**config.mk**
```make
export PLATFORM = sky130hd
export DESIGN_NAME = mpts_lane
export DESIGN_NICKNAME = d
export VERILOG_FILES = /design/src/hdl/masked_pixel_temporal_smoother_unit_defines.svh /design/src/hdl/mpts_pkg.sv /design/src/hdl/mpts_lane.sv
export SDC_FILE = /design/constraint.sdc
export NUM_CORES = 1
export LEC_CHECK = 0
export ABC_AREA = 1
export BUFFER_PORTS_ARGS = -buffer_cell sky130_fd_sc_hd__buf_2
export CORE_AREA = 4 4 381 195
export CTS_CLUSTER_SIZE = 25
export DETAILED_ROUTE_END_ITERATION = 8
export DIE_AREA = 0 0 385 199
export GPL_ROUTABILITY_DRIVEN = 1
export GPL_TIMING_DRIVEN = 0
export SETUP_SLACK_MARGIN = 0.3
export SYNTH_ARGS = -nofsm -noshare
export SYNTH_HDL_FRONTEND = slang
export SYNTH_SLANG_ARGS = --single-unit
```
**constraint.sdc**
```tcl
create_clock -name clk -period 16.25 [get_ports clk]
set_input_delay 3.25 -clock clk [delete_from_list [all_inputs] [get_ports clk]]
set_output_delay 3.25 -clock clk [all_outputs]
set_load 0.03 [all_outputs]
```
**src/hdl/masked_pixel_temporal_smoother_unit_defines.svh**
```systemverilog
// Assertion macros for the masked pixel temporal smoother RTL.
// Expects clk and rst in the scope of the module that uses them.
`ifndef MASKED_PIXEL_TEMPORAL_SMOOTHER_UNIT_DEFINES_SVH
`define MASKED_PIXEL_TEMPORAL_SMOOTHER_UNIT_DEFINES_SVH

// Same-cycle implication.
`define MPTS_ASSERT_IMP(lbl, ante, cons) \
  lbl: assert property (@(posedge clk) disable iff (rst) (ante) |-> (cons)) \
    else $error("smoother same-cycle check failed");

// Next-cycle implication.
`define MPTS_ASSERT_NXT(lbl, ante, cons) \
  lbl: assert property (@(posedge clk) disable iff (rst) (ante) |=> (cons)) \
    else $error("smoother next-cycle check failed");

`endif

```
**src/hdl/mpts_pkg.sv**
```systemverilog
// Shared constants and types for the masked pixel temporal smoother.
// No dependencies.
package mpts_pkg;

  localparam int MAX_WIDTH_DEF      = 1024;
  localparam int MAX_HEIGHT_DEF     = 1024;
  localparam int HIST_FRAC_BITS_DEF = 16;

  localparam int NUM_CH     = 3;
  localparam int COORD_W    = 10;
  localparam int PIX_W      = 8;
  localparam int DIM_W      = 11;
  localparam int ALPHA_W    = 17;
  localparam int ALPHA_FRAC = 16;
  localparam int CFG_IDX_W  = 2;
  localparam int CFG_DATA_W = 17;

  localparam logic [CFG_IDX_W-1:0] CFG_FRAME_WIDTH  = 2'd0;
  localparam logic [CFG_IDX_W-1:0] CFG_FRAME_HEIGHT = 2'd1;
  localparam logic [CFG_IDX_W-1:0] CFG_ALPHA        = 2'd2;

  localparam logic [DIM_W-1:0]   FRAME_WIDTH_RST  = 11'd640;
  localparam logic [DIM_W-1:0]   FRAME_HEIGHT_RST = 11'd640;
  localparam logic [ALPHA_W-1:0] ALPHA_RST        = 17'd19661;
  localparam logic [ALPHA_W-1:0] ALPHA_ONE        = 17'd65536;

  typedef logic [PIX_W-1:0] pix_t;

  typedef struct packed {
    logic [DIM_W-1:0]   frame_width;
    logic [DIM_W-1:0]   frame_height;
    logic [ALPHA_W-1:0] alpha;
  } cfg_t;

endpackage

```
**src/hdl/mpts_lane.sv**
```systemverilog
// One color channel of the history update: multiply stage, then add and clamp.
// Depends on mpts_pkg.
module mpts_lane import mpts_pkg::*; #(
  parameter int HIST_FRAC_BITS = HIST_FRAC_BITS_DEF
) (
  input  logic                              clk,
  input  logic                              en,
  input  logic [PIX_W+HIST_FRAC_BITS-1:0]   h_in,
  input  pix_t                              px_in,
  input  logic [ALPHA_W-1:0]                alpha,
  output logic [PIX_W+HIST_FRAC_BITS-1:0]   h_out,
  output pix_t                              y
);

  localparam int HW = PIX_W + HIST_FRAC_BITS;
  localparam int DW = HW + 1;
  localparam int PW = ALPHA_W + 1 + DW;
  localparam int SW = PW - ALPHA_FRAC;
  localparam logic signed [PW-1:0] ROUND_Q = PW'(1) << (ALPHA_FRAC - 1);
  localparam logic [HW-1:0] H_TOP = HW'(255) << HIST_FRAC_BITS;
  localparam logic [HW:0]   HALF  = (HW+1)'(1) << (HIST_FRAC_BITS - 1);

  logic [HW-1:0]           s4_h;
  pix_t                    s4_px;
  logic [HW-1:0]           s4_tgt;
  logic signed [DW-1:0]    diff;
  logic signed [ALPHA_W:0] alpha_s;
  logic signed [PW-1:0]    prod;
  logic signed [PW-1:0]    s5_prod;
  logic [HW-1:0]           s5_h;
  logic signed [PW-1:0]    prod_rnd;
  logic signed [SW-1:0]    step;
  logic signed [SW:0]      sum;
  logic [HW:0]             out_rnd;
  logic [HW-HIST_FRAC_BITS:0] out_int;

  assign s4_tgt  = HW'(s4_px) << HIST_FRAC_BITS;
  assign diff    = $signed({1'b0, s4_tgt}) - $signed({1'b0, s4_h});
  assign alpha_s = $signed({1'b0, alpha});
  assign prod    = alpha_s * diff;

  always_ff @(posedge clk) begin
    if (en) begin
      s4_h    <= h_in;
      s4_px   <= px_in;
      s5_prod <= prod;
      s5_h    <= s4_h;
    end
  end

  assign prod_rnd = s5_prod + ROUND_Q;
  assign step     = SW'(prod_rnd >>> ALPHA_FRAC);
  assign sum      = $signed((SW+1)'(s5_h)) + step;

  always_comb begin
    if (sum < 0) begin
      h_out = '0;
    end else if (sum > $signed((SW+1)'(H_TOP))) begin
      h_out = H_TOP;
    end else begin
      h_out = HW'(sum);
    end
  end

  assign out_rnd = (HW+1)'(h_out) + HALF;
  assign out_int = out_rnd[HW:HIST_FRAC_BITS];
  assign y = out_int[PIX_W] ? '1 : out_int[PIX_W-1:0];

endmodule

```
# --- Word level (Yosys, flattened, before mapping) ---
# Index checks and enable logic that the tools add are counted.
word_totals:
  regBits: 99
classes:
  multipliers: 1
  n_addsub: 4
  n_lt_le_gt_ge: 2
  muxes: 3
op_table:
  columns: ["cell", "n"]
  rows:
  - ["$mux W24", 2]
  - ["$add A43 B17 Y43 const B", 1]
  - ["$mul A18 B25 Y43", 1]
  - ["$add A25 B27 Y28", 1]
  - ["$gt A28 B25 Y1 const B", 1]
  - ["$lt A28 B1 Y1 const B", 1]
  - ["$add A24 B16 Y25 const B", 1]
  - ["$sub A24 B24 Y25", 1]
  - ["$mux W8", 1]

# --- Longest topological paths before layout ---
# Gate-level depths: netlist of run 1.
depth:
  word_depth: 7
  mapped_depth: 43

# --- Worst setup path before layout of run 1 ---
# Ideal clock, no wire load.
synth_path:
  kind: "input port to flip-flop"
  start: "in alpha[9]"
  end: "reg s5_prod[37] (data pin)"
  setup_slack_ns: 7.292
  t_arrival_ns: 8.699
  n_path_buf: 2
  stages: 29
  cell_sequence: "clkbuf_1 clkbuf_1 nand2_1 fa_1 inv_1 fa_1 inv_1 fa_1 inv_1 fa_1 inv_1 fa_1 fa_1 inv_1 ha_1 a21oi_1 o21a_1 inv_1 a21oi_1 nand2_1 a21oi_1 o21ai_0 nand2_1 nand2_1 nand2_1 nand2_1 nand3_1 nand2_1 xor2_1"
synth_between:
  elab_chain_cells: 1
synth_rtl:
  columns: ["element", "line", "text"]
  rows:
  - ["start: declaration", "mpts_lane.sv:10", "input logic [ALPHA_W-1:0] alpha,"]
  - ["$mul A18 B25 Y43", "mpts_lane.sv:40", "assign prod = alpha_s * diff;"]
  - ["net prod[37]", "mpts_lane.sv:28", "logic signed [PW-1:0] prod;"]
  - ["end signal: assignment", "mpts_lane.sv:46", "s5_prod <= prod;"]
  - ["end: declaration", "mpts_lane.sv:29", "logic signed [PW-1:0] s5_prod;"]
# The timed path passes the listed nets, and every way through them passes these cells.
# A chain may end at the register's enable or synchronous reset.

# --- Final worst setup path of run 1 ---
layout_path:
  start: "in alpha[12]"
  end: "reg s5_prod[41] (data pin)"
# The elaborated chain is that of the path after synthesis.

==> results of run 1 <==
-- logic make-up (layout without fill, tap and decap cells) --
family	after synthesis	in the layout	synth area share
AOI/OAI and AO/OA	160	160	0.0425
xor gates and xnor gates	70	70	0.0296
adders and majority gates	551	551	0.472
buffers and inverters	761	854	0.136
DFF	84	84	0.119
and+or+nand+nor	992	992	0.200
-- worst max-delay path, cell delays in order --
cell and delay (ns):
buf_2 0.09, clkbuf_1 0.61, clkbuf_1 0.48, nand2_1 0.16, fa_1 0.56, inv_1 0.05, fa_1 0.52, fa_1 0.53
inv_1 0.06, fa_1 0.49, inv_1 0.05, fa_1 0.52, inv_1 0.07, fa_1 0.62, inv_1 0.07, ha_1 0.38
nand2_1 0.11, nor2_1 0.17, nand2_1 0.07, nor2_1 0.17, a21oi_1 0.17, o21ai_0 0.31, nand2_1 0.15, a31oi_1 0.33
a21oi_1 0.14, xor2_1 0.17
-- cell type report --
type | count | area [sq um]
Timing Repair Buffer | 77 | 410
Tap cell | 958 | 1200
Clock inverter | 7 | 73.8
Sequential cell | 84 | 2520
Clock buffer | 9 | 225
Multi-Input combinational cell | 1773 | 15800
Fill cell | 7437 | 47600
Buffer | 61 | 255
Inverter | 700 | 2630
-- worst paths after layout --
kind,from,end,slack [ns],cells after the start
setup / recovery,alpha[12],s5_prod[41],6.02,26
hold / removal,s4_h[0],s5_h[0],0.45,0
setup reg to reg,s4_h[0],s5_prod[41],7.15,37
hold reg to reg,s4_h[0],s5_h[0],0.45,0
-- through the flow --
step	utilization	worst slack (ns)	hold slack (ns)	std cells	area (sq um)
after floorplan	-	7.29	0.426	2618	21200
after global placement	0.322	5.86	0.440	3652	22800
after detailed placement	0.322	5.84	0.443	3653	22800
after CTS	0.327	6.15	0.452	3669	23100
after global routing	0.327	5.68	0.471	3669	23100
final	0.327	6.02	0.454	3669	23100
-- Yosys cell counts, types with 5 or more instances --
library cell  count
clkbuf_1         52
inv_1           685
nor3_1           11
o21ai_0          36
nand3_2           8
nand2_1         527
nand3b_1          8
fa_1            415
xor2_1           37
edfxtp_1         84
a31oi_1          12
a21o_1            5
nor2_4            7
o21a_1            6
a21oi_1          81
inv_2            11
nand3_1          77
ha_1            136
nand4_1          18
or2_2             7
nor2_2           23
nor2_1          271
nand2_2          17
xnor2_1          31
-- per-layer routing --
metal / track usage / vias up / routed length (microns)
met3: 0.0190 / 80 / 4070
li1: - / 7887 / -
met4: 0.0418 / 0 / 1550
met2: 0.267 / 544 / 27600
met1: 0.217 / 8341 / 26800
met5: 0 / - / 0
-- flip-flops by register name, summed over array words and instances (netlist names) --
register	cells
s5_h	24
s4_h	24
s4_px	8
s5_prod	28
==> run metrics, run 1 <==
status=finished, final reports clean; Final #Nets=3308; DR WL/cell=16.4 microns; Layout area overhead=9.01%; DP HPWL=52500 microns; Final Hold Fails=0; Fmax achieved=0.0978 GHz; Ports=83; max_slew headroom=0.165; Synth top area share=0.392; commonest cells after routing, fill and taps aside=inv_1, nand2_1, fa_1; Core Area=70700 sq um; Syn Nets=3220; gr ovfl total=0; number of antenna diodes=0; Initial Util=0.300; number of enable flip-flop cells after synthesis=84; routability cong.=0.947; H-Tree Depth=3; TritonCTS clock tree=done; vias in the first global route=17300; Site Rows=69; CP max FO=10; Antenna Nets Post-Route=0; commonest non-fill, non-tap cell in the layout=inv_1; Total GRT Usage=0.158; Post-Route WL=60000 microns; max cap viols=0; CTS Buffer Depth=2; period utilization=0.629; Mapped Cells=2618; DRT iter0 DRCs=1047; clk slew on worst S/H paths=0.06 ns; clk sinks=84; sequential area share after synthesis=0.119; Inserted Clock Buffers=9; Mapped Area=21200 sq um; Crit Path Class=input port to register; Worst EP arrival=10.31 ns; Avg Inst Size Synth=8.09 sq um; FFs w/ async S/R, synth=0; clock root cell=clkbuf_16; Final Critical Period=10.23 ns; Critical Path Start Type=input port; die width=385 microns; CP Data Required Time=16.33 ns; clock skew=0.00797 ns; Synth area leaders=fa_1, inv_1, edfxtp_1; post-DR vias/cell=4.59; Die ar.=76600 sq um; Min-Delay Path Class=register to register; cell taking the most area after synthesis=fa_1; Ys Warns=0; main flop type after synthesis=edfxtp_1; initial antenna violation count=0; Vias=16900; hold buffers post-CTS=0; largest net degree at the start of global routing=72; TNS Setup=0 ns; first-pass detailed-route iteration total=5; first-pass GRT wire length=94700 microns; post-synthesis register bit count=84; setup repair bufs after CTS=0; Die H=199 microns; Skew-Pair Late Insertion Delay=0.34 ns; Cell variety after synth=48; Final setup viols=0; Slew Limit Fails=0; DRC=0; I/O Buffers=76; share of post-route cells with drive strength above 1=0.0697; Slew @ Worst Pin=1.25 ns; CTS resizes=0; CP endpoint kind=register; RSZ-0062 raised after global routing=no
Power of run 1 is left out: the tool's default activity adds up to more than one toggle a clock period on the data nets, which glitch-free logic cannot reach.
==> run 2: changes to the inputs <==
- ABC_AREA: 1 -> 0
- CORE_AREA: 4 4 381 195 -> 4 4 374 192
- DIE_AREA: 0 0 385 199 -> 0 0 378 196
- clock period: 16.25 -> 9.4 ns (I/O delays scaled with it)
==> run metrics, run 2 <==
first-pass GRT wire length=93300 microns (-1.5%); share of post-route cells with drive strength above 1=0.104 (+0.0347); main flop type after synthesis=edfxtp_1; FFs w/ async S/R, synth=0 (unchanged); Post-Route WL=60900 microns (+1.5%); CTS Buffer Depth=2 (unchanged); Final Critical Period=8.96 ns; met2 GRT Util=0.199 (-0.0679); gr ovfl total=0 (unchanged); DR WL/cell=18.9 microns (+15%); clk sinks=84 (unchanged); DRC=0 (unchanged); Syn Nets=2794 (-13%); Design Area, Final=23000 sq um (-0.50%); Top reg by flops=s5_prod; CP max-delay cell=fa_1; vias in the first global route=15000 (-14%); Total GRT Usage=0.167 (+0.00868); CP endpoint kind=register; H-Tree Depth=3 (unchanged); routability cong.=0.962 (+1.6%); number of enable flip-flop cells after synthesis=84 (unchanged); met3 Usage GRT=0.0884 (+0.0693); TritonCTS clock tree=done; max_slew headroom=0.330 (+0.165); fill count=7115 (-4.3%); sequential area share after synthesis=0.124 (+0.00512); Vias=15300 (-9.4%); most frequent cell after synthesis=inv_1; Initial Util=0.297 (-0.00269); Die H=196 microns (-1.5%); max reg flops=28 (unchanged); Non-Filler Instances=3229 (-12%); Final #Nets=2914 (-12%); Site Rows=68 (-1.4%); CP max FO=10 (unchanged); Inserted Clock Buffers=9 (unchanged); clock root cell=clkbuf_16; DP HPWL=52000 microns (-0.98%); clock skew=0.0174 ns (+0.00938 ns); first-pass detailed-route iteration total=5 (unchanged); commonest non-fill, non-tap cell in the layout=inv_1; Worst EP arrival=9.07 ns (-1.24 ns); Min-Delay Path Class=register to register; Fmax achieved=0.112 GHz; top flop regs=s5_prod: 28 flops, s4_h: 24 flops, s5_h: 24 flops; post-DR vias/cell=4.73 (+3.0%); Ys Warns=0 (unchanged); commonest cells after routing, fill and taps aside=inv_1, fa_1, nand2_1; gr busiest metal=met1; worst path cell trace=buf_2 -> clkbuf_1 -> nand2_1 -> fa_1 -> inv_1 -> fa_1 -> inv_1 -> fa_1 -> fa_1 -> inv_1 -> fa_1 -> fa_1 -> ha_1 -> and4_2 -> a221o_1 -> a41oi_4 -> buf_12 -> o31ai_4 -> buf_4 -> o2111ai_4 -> a311oi_4 -> a21o_1 -> a21oi_1 -> xnor2_1; cell count after placement=3182 (-13%); GR Layer Usage met1=0.265 (+0.0478); die width=378 microns (-1.8%); FF/Latch Area=2520 sq um (unchanged); period utilization=0.953; Antenna Nets Post-Route=0 (unchanged); Core Area=68400 sq um (-3.3%); initial antenna violation count=7 (+7); Crit Path Class=input port to register; Synth top area share=0.409 (+0.0169); clk slew on worst S/H paths=0.07 ns (about the same); Ports=83 (unchanged); Layout area overhead=13.1%; hold buffers post-CTS=0 (unchanged); Mapped Area=20300 sq um (-4.1%); TNS Setup=0 ns (unchanged); Slew Limit Fails=0 (unchanged); post-synthesis register bit count=84 (unchanged); DRT iter0 DRCs=1423 (+36%); status=finished, final reports clean; most frequent cells after synthesis=inv_1, fa_1, nand2_1; Final setup viols=0 (unchanged); I/O Buffers=79 (+3.9%); Mapped Cells=2192 (-16%); Critical Path Start Type=input port; Placed Instance Area=21900 sq um (-4.0%); Skew-Pair Late Insertion Delay=0.37 ns (+0.03 ns); Die ar.=74100 sq um (-3.3%); Cell variety after synth=70 (+46%); CP max stage delay=0.61 ns (about the same); cell taking the most area after synthesis=fa_1; Avg Inst Size Synth=9.27 sq um (+15%); largest net degree at the start of global routing=67 (-6.9%); cell mode on critical path=fa_1; Final Hold Fails=0 (unchanged); Slew @ Worst Pin=1.01 ns (-0.243 ns); CP Data Required Time=9.51 ns (-6.82 ns); Multi-input gate area=16100 sq um (+1.8%); RSZ-0062 raised after global routing=yes; max cap viols=0 (unchanged); Synth area leaders=fa_1, edfxtp_1, inv_1; worst hold slack=0.456 ns (+0.00256 ns)
==> run 2: changes by cell type after synthesis, moves of 14 or more <==
cell	before	now
nand2_1	527	284
nor2_1	271	63
and2_1	3	184
inv_1	685	512
nand3_1	77	25
xnor2_1	31	67
a21o_1	5	34
a21oi_1	81	58
and3_1	1	19
nand2_2	17	0
clkbuf_1	52	66
nor2_2	23	9
==> run 2: cell families (layout without fill, tap and decap cells) <==
kind of cell,Yosys count,count (layout),share of synthesized area
AO/OA/AOI/OAI,191,191,0.0620
XOR/XNOR,95,95,0.0410
adder cells (fa/ha/maj),551,551,0.493
buffers and inverters,586,711,0.110
flip-flops,84,84,0.124
multiplexers,3,3,0.00148
other,0,2,0
AND/OR/NAND/NOR,682,682,0.169
==> run 2: worst paths after layout <==
kind	from	cells after the start	endpoint	slack, ns
setup / recovery	alpha[4]	24	s5_prod[38]	0.44
hold / removal	s4_h[23]	0	s5_h[23]	0.46
setup reg to reg	s4_h[0]	27	s5_prod[38]	0.46
hold reg to reg	s4_h[23]	0	s5_h[23]	0.46
==> run 2: through the flow <==
step,setup slack [ns],util
2_1_floorplan,0.699,-
3_3_place_gp,-1.91,0.319
3_5_place_dp,-1.94,0.320
4_1_cts,0.238,0.330
5_1_grt,0.160,0.336
6_report,0.439,0.336
==> run 2: routing by layer <==
metal,share of wire,routed length (microns)
met1,0.49,30100
met5,0.0019,117
met3,0.15,9300
met2,0.35,21200
met4,0.0042,258
==> run 2: area by class of cell <==
cell class | instances | share of cell area
Antenna cell | 2 | 0.000218
Buffer | 74 | 0.0167
Clock buffer | 9 | 0.00980
Clock inverter | 7 | 0.00294
Inverter | 512 | 0.0836
Multi-Input combinational cell | 1522 | 0.699
Sequential cell | 84 | 0.110
Tap cell | 910 | 0.0495
Timing Repair Buffer | 109 | 0.0285
==> run 2: timing repair <==
action	CTS	global route
pin swaps	7	16
setup buffers	12	17
endpoints found under the setup margin	26	14
gates resized for setup	53	88
==> run 2: worst max-delay path: cells and delay by family <==
| family | cells | cell delay (ns) |
|---|---|---|
| AOI/OAI and AO/OA | 7 | 1.65 |
| buffers and inverters | 7 | 1.35 |
| xor gates and xnor gates | 1 | 0.16 |
| adders and majority gates | 7 | 3.53 |
| and+or+nand+nor | 2 | 0.45 |
Power of run 2 is left out for the same reason.
==> run 3: changes to the inputs <==
- clock period: 9.4 -> 7.54 ns (I/O delays scaled with it)
==> run metrics, run 3 (synthesis gave the netlist of run 2 again) <==
Core Area=68400 sq um (unchanged); first-pass GRT wire length=100000 microns (+7.2%); failing checks=negative setup slack; Die ar.=74100 sq um (unchanged); Critical Path Sink=s5_prod[42]; Worst EP arrival=8.66 ns (-0.41 ns); routability cong.=0.968 (+0.59%); DRC=0 (unchanged); max reg flops=28 (unchanged); Antenna Nets Post-Route=0 (unchanged); Die H=196 microns (unchanged); fill count=6874 (-3.4%); Slew Limit Fails=0 (unchanged); Ports=83 (unchanged); Final setup viols=25 (+25); clk sinks=84 (unchanged); TritonCTS clock tree=done; Inserted Clock Buffers=9 (unchanged); post-DR vias/cell=4.80 (+1.4%); clock skew=0.0216 ns (+0.00426 ns); first-pass detailed-route iteration total=5 (unchanged); Reg2Reg Launch Point=s4_h[0]; largest net degree at the start of global routing=68 (+1.5%); commonest cells after routing, fill and taps aside=inv_1, fa_1, nand2_1; Min-Delay Path Class=register to register; clock root cell=clkbuf_16; Final Hold Fails=0 (unchanged); cell mode on critical path=fa_1; Skew-Pair Late Insertion Delay=0.36 ns (about the same); H-Tree Depth=3 (unchanged); RSZ-0062 raised after global routing=yes; share of post-route cells with drive strength above 1=0.227 (+0.123); commonest non-fill, non-tap cell in the layout=inv_1; I/O Buffers=79 (unchanged); CTS Buffer Depth=2 (unchanged); worst hold slack=0.450 ns (-0.00681 ns); DRT iter0 DRCs=1625 (+14%); Initial Util=0.297 (unchanged); R2R Path End=s5_prod[42]; die width=378 microns (unchanged); CP Data Required Time=7.64 ns (-1.87 ns); Final Critical Period=8.56 ns; CP Launch Point=s4_h[0]; Total GRT Usage=0.178 (+0.0110); final worst setup slack=-1.02 ns (-1.46 ns); clk slew on worst S/H paths=0.08 ns (about the same); Top reg by flops=s5_prod; CP max-delay cell=fa_1; Slew @ Worst Pin=0.996 ns (-0.00903 ns); hold buffers post-CTS=0 (unchanged); Crit Path Class=register to register; top flop regs=s5_prod: 28 flops, s4_h: 24 flops, s5_h: 24 flops; gr ovfl total=0 (unchanged); Worst Reg-to-Reg Cells=33 (+22%); vias in the first global route=16000 (+6.9%); period utilization=1.13; Vias=16100 (+5.2%); Site Rows=68 (unchanged); DR WL/cell=19.7 microns (+4.5%); CP endpoint kind=register; max cap viols=0 (unchanged); initial antenna violation count=5 (-2); CP max stage delay=0.53 ns (-0.08 ns); Post-Route WL=66000 microns (+8.3%); status=finished with violations; Fmax achieved=0.117 GHz; Layout area overhead=25.2%; DP HPWL=52700 microns (+1.4%); Final #Nets=3034 (+4.1%); max_slew headroom=0.336 (+0.00602); CP max FO=6 (-4); r2r setup slk=-1.02 ns (-1.48 ns); Critical Path Start Type=register
[run 3: cell types whose count changed in the layout (fill, tap and decap cells not counted), moves of 11 or more]
cell     delta
a21oi_1    -17
a21oi_2    +11
buf_4      +87
buf_6      +26
fa_1       -17
fa_2       +17
ha_1       -30
ha_4       +26
inv_1      -27
inv_2      +26
nand2_1    -13
nor2_1     -13
xnor2_1    -11
[run 3: layout make-up]
type / count / area (sq um) / area share
buffer: 74 / 499 / 0.0196
timing repair buffer: 229 / 1760 / 0.0691
clock inverter: 5 / 110 / 0.00433
sequential: 84 / 2520 / 0.0992
tap: 910 / 1140 / 0.0448
clock buffer: 10 / 229 / 0.00900
antenna: 1 / 2.50 / 0.0000984
multi-input combinational: 1522 / 17200 / 0.678
inverter: 512 / 1920 / 0.0757
[run 3: worst min path at each step]
stage / startpoint / to / slack (ns) / depth (start not counted)
2_1_floorplan: s4_h[16] / s5_h[16] / 0.43 / 0
3_3_place_gp: s4_h[20] / s5_h[20] / 0.44 / 0
3_5_place_dp: s4_h[17] / s5_h[17] / 0.44 / 0
4_1_cts: s4_h[17] / s5_h[17] / 0.46 / 0
5_1_grt: s4_h[18] / s5_h[18] / 0.49 / 0
6_report: s4_h[17] / s5_h[17] / 0.45 / 0
[run 3: metrics by stage]
stage	cells	cell area, sq um	setup TNS [ns]	setup WS (ns)	utilization
CTS	3284	24200	-14.27	-1.02	0.354
global route	3346	25400	-20.59	-1.22	0.372
finish	3347	25400	-16.09	-1.02	0.372
detailed placement	3182	22100	-45.62	-2.25	0.323
global placement	3181	22100	-46.21	-2.27	0.323
floorplan	2192	20600	-0.282	-0.137	-
[run 3: metal layers]
layer / vias to the layer above / global-route usage / routed length (microns)
li1: 7164 / - / -
met1: 8037 / 0.288 / 31800
met3: 24 / 0.0790 / 10100
met4: 0 / 0.00884 / 164
met2: 835 / 0.220 / 24000
met5: - / 0 / 0
[run 3: repair_timing]
action | 4_1_cts | 5_1_grt
pin swaps | 118 | 93
setup endpoints to repair | 52 | 37
setup buffers | 87 | 61
cloned | 0 | 1
gates resized for setup | 212 | 184
[run 3: worst max-delay path: cells and delay by family (launching register included)]
family,cells,cell delay [ns]
simple gates,4,0.70
xor+xnor,1,0.29
compound gates,14,2.81
buf+inv,7,0.79
flops,1,0.49
fa+ha+maj,7,3.20
Power of run 3 is left out for the same reason.
