===== src/hdl/masked_pixel_temporal_smoother_unit_defines.svh =====
// Assertion macros for the masked pixel temporal smoother RTL.
// Expects clk and rst in the scope of the module that uses them.
`ifndef MASKED_PIXEL_TEMPORAL_SMOOTHER_UNIT_DEFINES_SVH
`define MASKED_PIXEL_TEMPORAL_SMOOTHER_UNIT_DEFINES_SVH

// Same-cycle implication.
`define MPTS_ASSERT_IMP(lbl, ante, cons) \
  lbl: assert property (@(posedge clk) disable iff (rst) (ante) |-> (cons)) \
    else $error("smoother same-cycle check failed");

// Next-cycle implication.
`define MPTS_ASSERT_NXT(lbl, ante, cons) \
  lbl: assert property (@(posedge clk) disable iff (rst) (ante) |=> (cons)) \
    else $error("smoother next-cycle check failed");

`endif


===== src/hdl/mpts_pkg.sv =====
// Shared constants and types for the masked pixel temporal smoother.
// No dependencies.
package mpts_pkg;

  localparam int MAX_WIDTH_DEF      = 1024;
  localparam int MAX_HEIGHT_DEF     = 1024;
  localparam int HIST_FRAC_BITS_DEF = 16;

  localparam int NUM_CH     = 3;
  localparam int COORD_W    = 10;
  localparam int PIX_W      = 8;
  localparam int DIM_W      = 11;
  localparam int ALPHA_W    = 17;
  localparam int ALPHA_FRAC = 16;
  localparam int CFG_IDX_W  = 2;
  localparam int CFG_DATA_W = 17;

  localparam logic [CFG_IDX_W-1:0] CFG_FRAME_WIDTH  = 2'd0;
  localparam logic [CFG_IDX_W-1:0] CFG_FRAME_HEIGHT = 2'd1;
  localparam logic [CFG_IDX_W-1:0] CFG_ALPHA        = 2'd2;

  localparam logic [DIM_W-1:0]   FRAME_WIDTH_RST  = 11'd640;
  localparam logic [DIM_W-1:0]   FRAME_HEIGHT_RST = 11'd640;
  localparam logic [ALPHA_W-1:0] ALPHA_RST        = 17'd19661;
  localparam logic [ALPHA_W-1:0] ALPHA_ONE        = 17'd65536;

  typedef logic [PIX_W-1:0] pix_t;

  typedef struct packed {
    logic [DIM_W-1:0]   frame_width;
    logic [DIM_W-1:0]   frame_height;
    logic [ALPHA_W-1:0] alpha;
  } cfg_t;

endpackage


===== src/hdl/mpts_front.sv =====
// Front end: request capture, corner mask, first-frame flag and history address.
// Depends on mpts_pkg.
module mpts_front import mpts_pkg::*; #(
  parameter int MAX_WIDTH  = MAX_WIDTH_DEF,
  parameter int MAX_HEIGHT = MAX_HEIGHT_DEF,
  parameter int AW         = $clog2(MAX_WIDTH_DEF) + $clog2(MAX_HEIGHT_DEF)
) (
  input  logic                     clk,
  input  logic                     rst,
  input  logic                     adv,
  input  logic                     in_valid,
  input  logic [COORD_W-1:0]       pixel_col,
  input  logic [COORD_W-1:0]       pixel_row,
  input  pix_t [NUM_CH-1:0]        in_px,
  input  cfg_t                     cfg,
  output logic                     s2_valid,
  output logic [AW-1:0]            s2_addr,
  output pix_t [NUM_CH-1:0]        s2_px,
  output logic                     s2_load
);

  localparam int COL_W   = $clog2(MAX_WIDTH);
  localparam int ROW_W   = $clog2(MAX_HEIGHT);
  localparam int PROD_W  = 2 * COORD_W + 1;
  localparam int COL_SH  = COORD_W + COL_W;
  localparam int ROW_SH  = COORD_W + ROW_W;
  localparam logic [COORD_W:0] COL_MUL =
    (COORD_W+1)'(((1 << COL_SH) + MAX_WIDTH - 1) / MAX_WIDTH);
  localparam logic [COORD_W:0] ROW_MUL =
    (COORD_W+1)'(((1 << ROW_SH) + MAX_HEIGHT - 1) / MAX_HEIGHT);

  logic                 hist_valid;
  logic                 s1_valid;
  logic [COORD_W-1:0]   s1_col;
  logic [COORD_W-1:0]   s1_row;
  logic [COORD_W-1:0]   s1_qc;
  logic [COORD_W-1:0]   s1_qr;
  pix_t [NUM_CH-1:0]    s1_px;
  logic                 s1_load;
  logic                 masked;
  logic                 frame_end;
  logic [PROD_W-1:0]    col_prod;
  logic [PROD_W-1:0]    row_prod;
  logic [COL_W-1:0]     col_m;
  logic [ROW_W-1:0]     row_m;

  assign masked = ({1'b0, pixel_col} <= (cfg.frame_width >> 2)) &&
                  ({1'b0, pixel_row} <= (cfg.frame_height >> 2));
  assign frame_end = ({1'b0, pixel_col} == cfg.frame_width - DIM_W'(1)) &&
                     ({1'b0, pixel_row} == cfg.frame_height - DIM_W'(1));

  assign col_prod = PROD_W'(pixel_col) * PROD_W'(COL_MUL);
  assign row_prod = PROD_W'(pixel_row) * PROD_W'(ROW_MUL);

  assign col_m = COL_W'(32'(s1_col) - 32'(s1_qc) * 32'(MAX_WIDTH));
  assign row_m = ROW_W'(32'(s1_row) - 32'(s1_qr) * 32'(MAX_HEIGHT));

  always_ff @(posedge clk) begin
    if (rst) begin
      hist_valid <= 1'b0;
      s1_valid   <= 1'b0;
      s2_valid   <= 1'b0;
    end else if (adv) begin
      s1_valid <= in_valid;
      s2_valid <= s1_valid;
      if (in_valid && !hist_valid && frame_end) begin
        hist_valid <= 1'b1;
      end
    end
  end

  always_ff @(posedge clk) begin
    if (adv) begin
      s1_col  <= pixel_col;
      s1_row  <= pixel_row;
      s1_qc   <= COORD_W'(col_prod >> COL_SH);
      s1_qr   <= COORD_W'(row_prod >> ROW_SH);
      s1_px   <= masked ? '0 : in_px;
      s1_load <= !hist_valid;
      s2_addr <= {row_m, col_m};
      s2_px   <= s1_px;
      s2_load <= s1_load;
    end
  end

endmodule


===== config.mk =====
export PLATFORM = sky130hd
export DESIGN_NAME = mpts_front
export DESIGN_NICKNAME = d
export VERILOG_FILES = /design/src/hdl/masked_pixel_temporal_smoother_unit_defines.svh /design/src/hdl/mpts_pkg.sv /design/src/hdl/mpts_front.sv
export SDC_FILE = /design/constraint.sdc
export NUM_CORES = 1
export LEC_CHECK = 0
export BUFFER_PORTS_ARGS = -buffer_cell sky130_fd_sc_hd__buf_4
export CAP_MARGIN = 40
export CORE_ASPECT_RATIO = 1.4
export CORE_MARGIN = 5
export CORE_UTILIZATION = 40
export CTS_CLUSTER_DIAMETER = 60
export DETAILED_ROUTE_END_ITERATION = 7
export GPL_ROUTABILITY_DRIVEN = 0
export HOLD_SLACK_MARGIN = 0.1
export PLACE_DENSITY_LB_ADDON = 0.15
export REMOVE_ABC_BUFFERS = 1
export SYNTH_ARGS = -nofsm -noshare
export SYNTH_HDL_FRONTEND = slang
export SYNTH_SLANG_ARGS = --single-unit

===== constraint.sdc =====
create_clock -name clk -period 3.05 [get_ports clk]
set_input_delay 0.1525 -clock clk [delete_from_list [all_inputs] [get_ports clk]]
set_output_delay 0.1525 -clock clk [all_outputs]
set_load 0.01 [all_outputs]

; Yosys cells after proc, flatten, opt, wreduce, memory -nomap -nowiden
; Index checks and enable logic that the tools add are counted.
[word_totals]
ff_bits = 93
word_cells = 26
[classes]
addsub = 2
magnitude_cmp = 2
eq_ne = 2
reduce_logical = 6
[op_table]
columns = cell, n
row1 = equality test 10 x 11 -> 1 bit, 2
row2 = subtractor 11 x 1 -> 11 bit (second input constant), 2
row3 = less-or-equal comparator 10 x 9 -> 1 bit, 2
row4 = logical AND 1 bit, 4
row5 = AND reduction 2 bit, 1
row6 = zero test 1 bit, 1

; Longest topological paths before layout
; Gate-level depths: netlist of the first run.
[depth]
depth_word = 5
ltp_mapped = 9
depth_no_buf = 8

; Least setup slack after synthesis of the first run
; OpenSTA, ideal clock, no wires.
[synth_timing]
kind = input to register
startpoint = input port cfg[22] (netlist bit)
endpoint = register s1_px[0] (netlist bit), data pin
arrival_time_ns = 2.062
slack_ns = 0.735
cell_stages = 9
path_buffers = 1
path_cell_list = inv_1 -> ha_1 -> a21o_1 -> a21o_1 -> a221o_1 -> a221o_1 -> a221oi_4 -> buf_6 -> nor2b_2
[synth_via]
elab_chain_len = 2
[synth_lines]
columns = item, line_no
row1 = "start, declared", mpts_front.sv:15  ; input cfg_t cfg,
row2 = less-or-equal comparator 10 x 9 -> 1 bit, mpts_front.sv:48  ; ({1'b0, pixel_row} <= (cfg.frame_height >> 2));
row3 = logical AND 1 bit, mpts_front.sv:47  ; assign masked = ({1'b0, pixel_col} <= (cfg.frame_width >> 2)) &&
row4 = "end signal, assigned", mpts_front.sv:78  ; s1_px <= masked ? '0 : in_px;
row5 = "end, declared", mpts_front.sv:38  ; pix_t [NUM_CH-1:0] s1_px;
; Every way passes these cells.
; A chain may end at the register's enable or synchronous reset.

; Final worst setup path of the first run
[layout_timing]
startpoint = input port pixel_row[3]
endpoint = register s1_px[7] (netlist bit), data pin
[layout_via]
elab_chain_len = 2
[layout_lines]
columns = item, line_no
row1 = "start, declared", mpts_front.sv:13  ; input logic [COORD_W-1:0] pixel_row,
row2 = less-or-equal comparator 10 x 9 -> 1 bit, mpts_front.sv:48
row3 = logical AND 1 bit, mpts_front.sv:47
; Every way passes these cells.

==> flow_summary.ini, run 1 <==
[timing]
setup_viol = 0
tightest_slew_ns = 0.806
finalCritPeriodShare_pct = 89.3
relSlewSlack_pct = 46.3
hold_viol = 0
min_period_ns = 2.72
setup_tns_ns = 0
rsz0062_at_grt = false
slew_violations = 0
hold_ws_ns = 0.110
finClkSkew_ns = 0.00328
max_freq_mhz = 367

[synthesis]
avgSynthCellArea_um2 = 14.7
yosysSeqAreaShare_pct = 66.2
yosysTopAreaCell = edfxtp_1
synth_commonest_cells = edfxtp_1, inv_1, ha_1, nor2b_2, xnor2_1
synthCells = 284
synth_area_leaders = edfxtp_1, ha_1, nor2b_2
yosysWarnings = 0
synth_edf_count = 90
yosysUniqueCellTypes = 40
yosysTopAreaCellShare_pct = 64.8
async_reset_ff_share_pct = 0
syn_area_mm2 = 0.00417
ys_ff_latch = 93
synth.most_common_cell = edfxtp_1
synth_ff_type = edfxtp_1

[pwr]
p_per_area_mw_per_mm2 = 508
vdd_drop_max_uv = 239
p_leak_nw = 2.37

[die]
dieArea_mm2 = 0.0126
coreArea_mm2 = 0.0103
die_w_um = 96.3
start_util_pct = 40.5
io_pins = 133
die_h_um = 131
row_count = 44

[detailed_routing]
wl_met3_um = 579
highest_layer = met4
routedWlPerCell_um = 14.3
vias = 2751
first_pass_iters = 4
post-route-drc-count = 0
viasPerCell = 4.75
ant_nets = 0
wl_met2_mm = 4.17
wl_met1_mm = 3.37
drtIter0Drc = 103
drt-total-wl_mm = 8.27

[setup_path]
path_class = primary input to flop
end_kind = flop
worstSetupStartpointType = primary input
cp_data_arrival_time_ns = 2.80
crit_path_max_incr_delay_ns = 0.53
cp.required_ns = 3.13
cp_slowest_cell = dlygate4sd3_1
critPathMaxFanout = 24
crit_chain = dlygate4sd3_1 -> buf_4 -> ha_1 -> a21o_1 -> a21o_1 -> a221o_1 -> a221o_1 -> a221oi_4 -> buf_12 -> nor2b_1

[hold_path]
hp-class = primary input to flop

[global_route]
antenna_found_initial = 0
grt_pass1_wl_mm = 13.0
gr-total-overflow = 0
grt_pass1_vias = 2790
grt_start_max_net_pins = 68
groute.usage.overall_pct = 13.6

[clock_tree]
numCtsBuffers = 9
cts.sinks = 93
insertion_delay_ns = 0.33
tritoncts = built
htreeDepth = 3
clock_path_buffers = 2
clockRootBuffer = clkbuf_16
post_cts_buffers = 0
clkTransAtPathRegs_ns = 0.06

[run]
maxCapViolations = 0

[placed_design]
dp_hpwl_mm = 6.16
port_buffers = 115

[status]
status = finished clean

[final_layout]
nNetsFinal = 544
antenna_cells = 0
drive_above_1_share_pct = 34.9
syn_to_final_growth_pct = 37.8
state kept, by name, indices dropped and copies added (netlist names):
name / cells
s2_addr: 20
s2_px: 24
s1_px: 24
hist_valid: 1
s2_load: 1
s2_valid: 1
s1_valid: 1
s1_load: 1
s1_col: 10
s1_row: 10
worst paths after layout:
check,start,to,slack (ns),cells past startpoint
worst min register to register,s1_px[8],s2_px[8],0.42,0
worst max register to register,s1_col[2],s2_addr[2],2.42,0
worst min-delay path,in_px[22],s1_px[22],0.11,2
worst max-delay path,pixel_row[3],s1_px[7],0.33,10
critical path, delay by kind of cell:
family | cells | cell delay [ns]
buf+inv | 3 | 0.91
simple gates | 1 | 0.07
compound gates | 5 | 1.36
fa+ha+maj | 1 | 0.30
layout by cell type (no fill, tap or decap), types with 3 or more instances in the layout:
master / synthesis / routed
buf_4: 0 / 116
nor3_1: 9 / 9
dfxtp_1: 3 / 3
nor4_1: 7 / 7
nand2_1: 6 / 6
xnor2_1: 16 / 16
dlygate4sd3_1: 0 / 27
clkbuf_16: 0 / 9
xor2_1: 13 / 13
nor2b_2: 20 / 20
edfxtp_1: 90 / 90
nor2b_1: 7 / 7
o21ai_0: 4 / 4
nand3_1: 4 / 4
and3_1: 3 / 3
nand4_1: 7 / 7
o31ai_1: 3 / 3
a21o_1: 9 / 9
ha_1: 20 / 20
nor2_1: 6 / 6
inv_1: 27 / 27
where the power goes:
part / switching, mW / internal (mW) / total [mW]
combinational: 0.185 / 0.211 / 0.395
clock: 0.440 / 0.547 / 0.987
sequential: 0.0212 / 1.51 / 1.54
total: 0.646 / 2.27 / 2.92
metal layers:
layer,vias up,GRT usage [%]
met4,0,6.52
met1,1284,16.7
met5,-,0
li1,1363,-
met3,10,3.32
met2,94,22.5
stage by stage:
step	setup WS (ns)	power (mW)	cells	util (%)	instance area [um2]
floorplan	0.323	1.72	282	-	4150
global placement	0.519	1.93	537	50.6	5210
detailed placement	0.528	1.94	537	50.6	5210
CTS	0.300	2.96	578	55.7	5740
global route	0.213	3.06	579	55.8	5750
finish	0.325	2.92	579	55.8	5750
kinds of logic after synthesis:
group	Yosys count	share of synthesized area [%]
AND/OR/NAND/NOR	79	12.3
buffers and inverters	29	2.97
XOR/XNOR	29	6.09
AO/OA/AOI/OAI	33	6.21
multiplexers	1	0.240
adder cells (fa/ha/maj)	20	6.00
flip-flops	93	66.2
what timing repair did:
action                                 4_1_cts  5_1_grt
hold buffers                                26        1
endpoints found under the hold margin       27        1
resized for setup                            0        0
area by class of cell:
class	instances	area, um2
multi-input cells	162	1280
repair buffers	144	1160
fillers	880	4550
flip-flops and latches	93	2760
clock buffers	9	225
well taps	138	173
clock inverters	6	38.8
inverters	27	101
No activity file was read; power rests on OpenSTA's default activity.
==> run 2: changes to the inputs <==
--- a/config.mk
+++ b/config.mk
@@ -11,10 +11,12 @@
 export CORE_MARGIN = 5
 export CORE_UTILIZATION = 40
 export CTS_CLUSTER_DIAMETER = 60
+export CTS_CLUSTER_SIZE = 24
 export DETAILED_ROUTE_END_ITERATION = 7
 export GPL_ROUTABILITY_DRIVEN = 0
 export HOLD_SLACK_MARGIN = 0.1
 export PLACE_DENSITY_LB_ADDON = 0.15
+export RECOVER_POWER = 25
 export REMOVE_ABC_BUFFERS = 1
 export SYNTH_ARGS = -nofsm -noshare
 export SYNTH_HDL_FRONTEND = slang
==> flow_summary.ini, run 2 (synthesis results as in run 1) <==
[clock_tree]
numCtsBuffers = 9
cts.sinks = 93
cts_resized = 0
insertion_delay_ns = 0.33
clockRootBuffer = clkbuf_16
htreeDepth = 3
cts_hold_buf = 26
post_cts_buffers = 0
clock_path_buffers = 2
clkTransAtPathRegs_ns = 0.06
tritoncts = built

[setup_path]
end_kind = flop
critPathMaxFanout = 24
cp_data_arrival_time_ns = 2.80
worstSetupStartpointType = primary input
cp.required_ns = 3.13
path_class = primary input to flop
rr_worst_depth = 0

[final_layout]
reg_top3 = s1_px x24, s2_px x24, s2_addr x20
final_area_mm2 = 0.00574
drive_above_1_share_pct = 34.7
final_cell_mix = buf_4, edfxtp_1, inv_1, dlygate4sd3_1
nNetsFinal = 544
antenna_cells = 0
syn_to_final_growth_pct = 37.7
seq_area_mm2 = 0.00276
multi_input_area_mm2 = 0.00128
layout_commonest_cell = buf_4
fill_cells = 881

[pwr]
combPwrFrac_pct = 13.5
vdd_drop_max_uv = 239
switchingPower_mw = 0.649
p_leak_nw = 2.36
p_per_area_mw_per_mm2 = 509
seq_power_share_pct = 52.6
power.share.clock_pct = 33.9
internal_power_mw = 2.27
swShare_pct = 22.2

[die]
start_util_pct = 40.5
dieArea_mm2 = 0.0126
io_pins = 133
coreArea_mm2 = 0.0103
die_h_um = 131
die_w_um = 96.3
row_count = 44

[timing]
rsz0062_at_grt = false
finClkSkew_ns = 0.00384
tightest_slew_ns = 1.47
min_period_ns = 2.72
max_freq_mhz = 367
relSlewSlack_pct = 2.27
hold_viol = 0
setup_viol = 0
slew_violations = 0
setup_tns_ns = 0
finalCritPeriodShare_pct = 89.3

[placed_design]
dpl-instance-area_mm2 = 0.00521
port_buffers = 115
dp_hpwl_mm = 6.16

[hold_path]
hp-class = primary input to flop
hold_depth = 2

[detailed_routing]
drtIter0Drc = 103
post-route-drc-count = 0
vias = 2756
viasPerCell = 4.76
ant_nets = 0
first_pass_iters = 4
drt-total-wl_mm = 8.29
routedWlPerCell_um = 14.3

[global_route]
gr-total-overflow = 0
groute.usage.overall_pct = 13.6
grt_start_max_net_pins = 68
grt_pass1_vias = 2790
grt_pass1_wl_mm = 13.0
antenna_found_initial = 0

[run]
maxCapViolations = 0

[status]
status = finished clean
==> run 2: cell count changes in the layout (fill, tap and decap cells not counted), sizes merged <==
cell    before  now
buf        117  116
clkbuf       9   10
==> run 2: through the flow <==
stage | hold slack (ns) | std cells | utilization [%] | total power, mW | setup slack (ns)
4_1_cts | 0.100 | 578 | 55.7 | 2.96 | 0.300
3_3_place_gp | 0.348 | 537 | 50.6 | 1.93 | 0.519
5_1_grt | 0.104 | 579 | 55.8 | 3.06 | 0.195
3_5_place_dp | 0.353 | 537 | 50.6 | 1.94 | 0.528
2_1_floorplan | 0.222 | 282 | - | 1.72 | 0.323
6_report | 0.112 | 579 | 55.8 | 2.92 | 0.326
==> run 2: per-layer routing <==
layer	track usage, %	part of all wire, %	up-vias
met5	0	0	-
met4	6.52	1.8	0
met3	3.32	7.0	10
met2	22.5	50	96
met1	16.7	41	1288
li1	-	-	1362
==> run 2: critical path, cell delays in order <==
cell and delay [ns]:
dlygate4sd3_1 0.53, buf_4 0.15, ha_1 0.30, a21o_1 0.18, a21o_1 0.17, a221o_1 0.34, a221o_1 0.34, a221oi_4 0.33
buf_12 0.23, nor2b_1 0.07
==> run 2: area by class of cell <==
cell class,instances,area share (%)
tap,138,3.01
timing repair buffer,144,20.2
inverter,27,1.76
multi-input combinational,162,22.4
clock buffer,9,3.92
sequential,93,48.1
clock inverter,6,0.675
==> run 2: worst paths after layout <==
| check | startpoint | slack, ns | end |
|---|---|---|---|
| worst max register to register | s1_col[2] | 2.42 | s2_addr[2] |
| worst max-delay path | pixel_row[3] | 0.33 | s1_px[7] |
| worst min register to register | s1_row[3] | 0.42 | s2_addr[13] |
| worst min-delay path | in_px[22] | 0.11 | s1_px[22] |
==> run 2: power by group through the flow <==
stage | logic, mW | registers (mW) | clock network, mW
final | 0.395 | 1.54 | 0.990
after global placement | 0.367 | 1.56 | 0
after floorplan | 0.133 | 1.58 | 0
after detailed placement | 0.372 | 1.56 | 0
after CTS | 0.401 | 1.54 | 1.02
after global routing | 0.436 | 1.54 | 1.07
==> run 3: changes to the inputs <==
--- a/config.mk
+++ b/config.mk
@@ -5,11 +5,12 @@
 export SDC_FILE = /design/constraint.sdc
 export NUM_CORES = 1
 export LEC_CHECK = 0
+export ABC_AREA = 1
 export BUFFER_PORTS_ARGS = -buffer_cell sky130_fd_sc_hd__buf_4
 export CAP_MARGIN = 40
 export CORE_ASPECT_RATIO = 1.4
 export CORE_MARGIN = 5
-export CORE_UTILIZATION = 40
+export CORE_UTILIZATION = 51
 export CTS_CLUSTER_DIAMETER = 60
 export CTS_CLUSTER_SIZE = 24
 export DETAILED_ROUTE_END_ITERATION = 7
==> flow_summary.ini, run 3 <==
[setup_path]
path_buf_inv = 3
critPathMaxFanout = 24
crit_chain = dlygate4sd3_1 -> buf_4 -> ha_1 -> nand2_1 -> nor3b_2 -> nand4_1 -> nor2_1 -> nand2_1 -> nand2_1 -> nand2_1 -> inv_2 -> nor2_1
cp.required_ns = 3.12
end_kind = flop
path_class = primary input to flop
cp_data_arrival_time_ns = 2.33
cp_common_cell = nand2_1
cp_top_family = buffers and inverters
crit_path_max_incr_delay_ns = 0.54
cp_slowest_cell = dlygate4sd3_1
worstSetupStartpointType = primary input

[clock_tree]
post_cts_buffers = 0
insertion_delay_ns = 0.33
clockRootBuffer = clkbuf_16
htreeDepth = 3
tritoncts = built
clkTransAtPathRegs_ns = 0.06
numCtsBuffers = 9
cts.sinks = 93
clock_path_buffers = 2

[synthesis]
yosysUniqueCellTypes = 30
synth_commonest_cells = edfxtp_1, inv_1, nand2_1, nor2_1, ha_1
avgSynthCellArea_um2 = 11.0
synth_compound_area_share_pct = 2.72
synth_ff_type = edfxtp_1
ys_ff_latch = 93
synthMuxAreaShare_pct = 0
synth_xor_area_share_pct = 3.36
synth_simple_gate_area_share_pct = 17.0
synth-adder-area-share_pct = 5.79
synth_area_leaders = edfxtp_1, inv_1, nand2_1
synth.most_common_cell = edfxtp_1
yosysWarnings = 0
yosysTopAreaCellShare_pct = 62.6
synthCells = 392
synth_top_family_by_area = simple AND/OR/NAND/NOR gates
yosysTopAreaCell = edfxtp_1
async_reset_ff_share_pct = 0
syn_area_mm2 = 0.00432
yosysSeqAreaShare_pct = 63.9
synth_edf_count = 90

[final_layout]
post-route-util_pct = 70.7
final_area_mm2 = 0.00580
final_cell_mix = buf_4, edfxtp_1, inv_1, nand2_1, nor2_1
layout_commonest_cell = buf_4
fill_cells = 624
syn_to_final_growth_pct = 34.2
reg_top3 = s1_px x24, s2_px x24, s2_addr x20
finalNonFillerCells = 645
drive_above_1_share_pct = 28.2
nNetsFinal = 645
antenna_cells = 0

[detailed_routing]
post-route-drc-count = 0
wl_met1_mm = 3.43
routedWlPerCell_um = 14.1
viasPerCell = 4.83
drtIter0Drc = 125
highest_layer = met4
wl_met3_um = 597
vias = 3115
wl_met2_mm = 4.95
drt-total-wl_mm = 9.10
first_pass_iters = 4
ant_nets = 0

[placed_design]
dpl-instance-area_mm2 = 0.00530
place_inst = 608
dp_hpwl_mm = 6.89
port_buffers = 115

[hold_path]
hp-class = primary input to flop

[global_route]
grt_start_max_net_pins = 53
grt_pass1_wl_mm = 14.2
gr-total-overflow = 0
groute.usage.overall_pct = 17.9
grt_pass1_vias = 3171
antenna_found_initial = 0

[timing]
finalCritPeriodShare_pct = 74.1
hold_ws_ns = 0.116
slew_violations = 0
rsz0062_at_grt = false
max_freq_mhz = 442
setup_viol = 0
setup_tns_ns = 0
finClkSkew_ns = 0.00556
tightest_slew_ns = 0.615
hold_viol = 0
min_period_ns = 2.26
relSlewSlack_pct = 59.0

[status]
status = finished clean

[die]
dieArea_mm2 = 0.0104
row_count = 39
die_h_um = 119
io_pins = 133
die_w_um = 87.8
start_util_pct = 52.7
coreArea_mm2 = 0.00820

[run]
maxCapViolations = 0

[pwr]
vdd_drop_max_uv = 397
p_leak_nw = 2.65
p_per_area_mw_per_mm2 = 521
[run 3: power by group]
group / switching [mW] / internal (mW)
logic: 0.201 / 0.193
clock network: 0.450 / 0.638
registers: 0.0260 / 1.51
total: 0.677 / 2.35
[run 3: cell type report]
cell class                 count  area (um2)  share of cell area (%)
clock buffer                  11         233                    4.01
inverter                      77         289                    4.98
clock inverter                 5        60.1                    1.04
tap                          102         128                    2.20
timing repair buffer         137        1080                    18.6
multi-input combinational    220        1250                    21.5
sequential                    93        2760                    47.6
[run 3: kinds of logic (layout without fill, tap and decap cells)]
group,Yosys count,in the layout
AOI/OAI and AO/OA,20,20
xor gates and xnor gates,15,15
adders and majority gates,20,20
buffers and inverters,79,230
DFF,93,93
and+or+nand+nor,165,165
[run 3: metal layers]
metal / vias up / global-route usage (%)
met5: - / 0
met4: 0 / 7.10
met3: 12 / 4.97
met2: 85 / 32.5
met1: 1447 / 19.1
li1: 1571 / -
[run 3: final timing paths]
path	from	endpoint	slack, ns	cells past startpoint
hold reg to reg	s1_px[9]	s2_px[9]	0.42	0
setup reg to reg	s1_px[7]	s2_px[7]	2.41	0
setup / recovery	pixel_row[7]	s1_px[7]	0.79	12
hold / removal	in_px[12]	s1_px[12]	0.12	3
[run 3: through the flow]
step	worst slack, ns	power (mW)
5_1_grt	0.588	3.16
3_5_place_dp	1.00	1.94
4_1_cts	0.785	3.05
6_report	0.789	3.02
2_1_floorplan	1.47	1.72
3_3_place_gp	1.07	1.92
[run 3: repair_timing]
item                                   in CTS  in global routing
endpoints found under the hold margin      23                  0
resized for setup                           0                  0
hold buffers                               21                  0
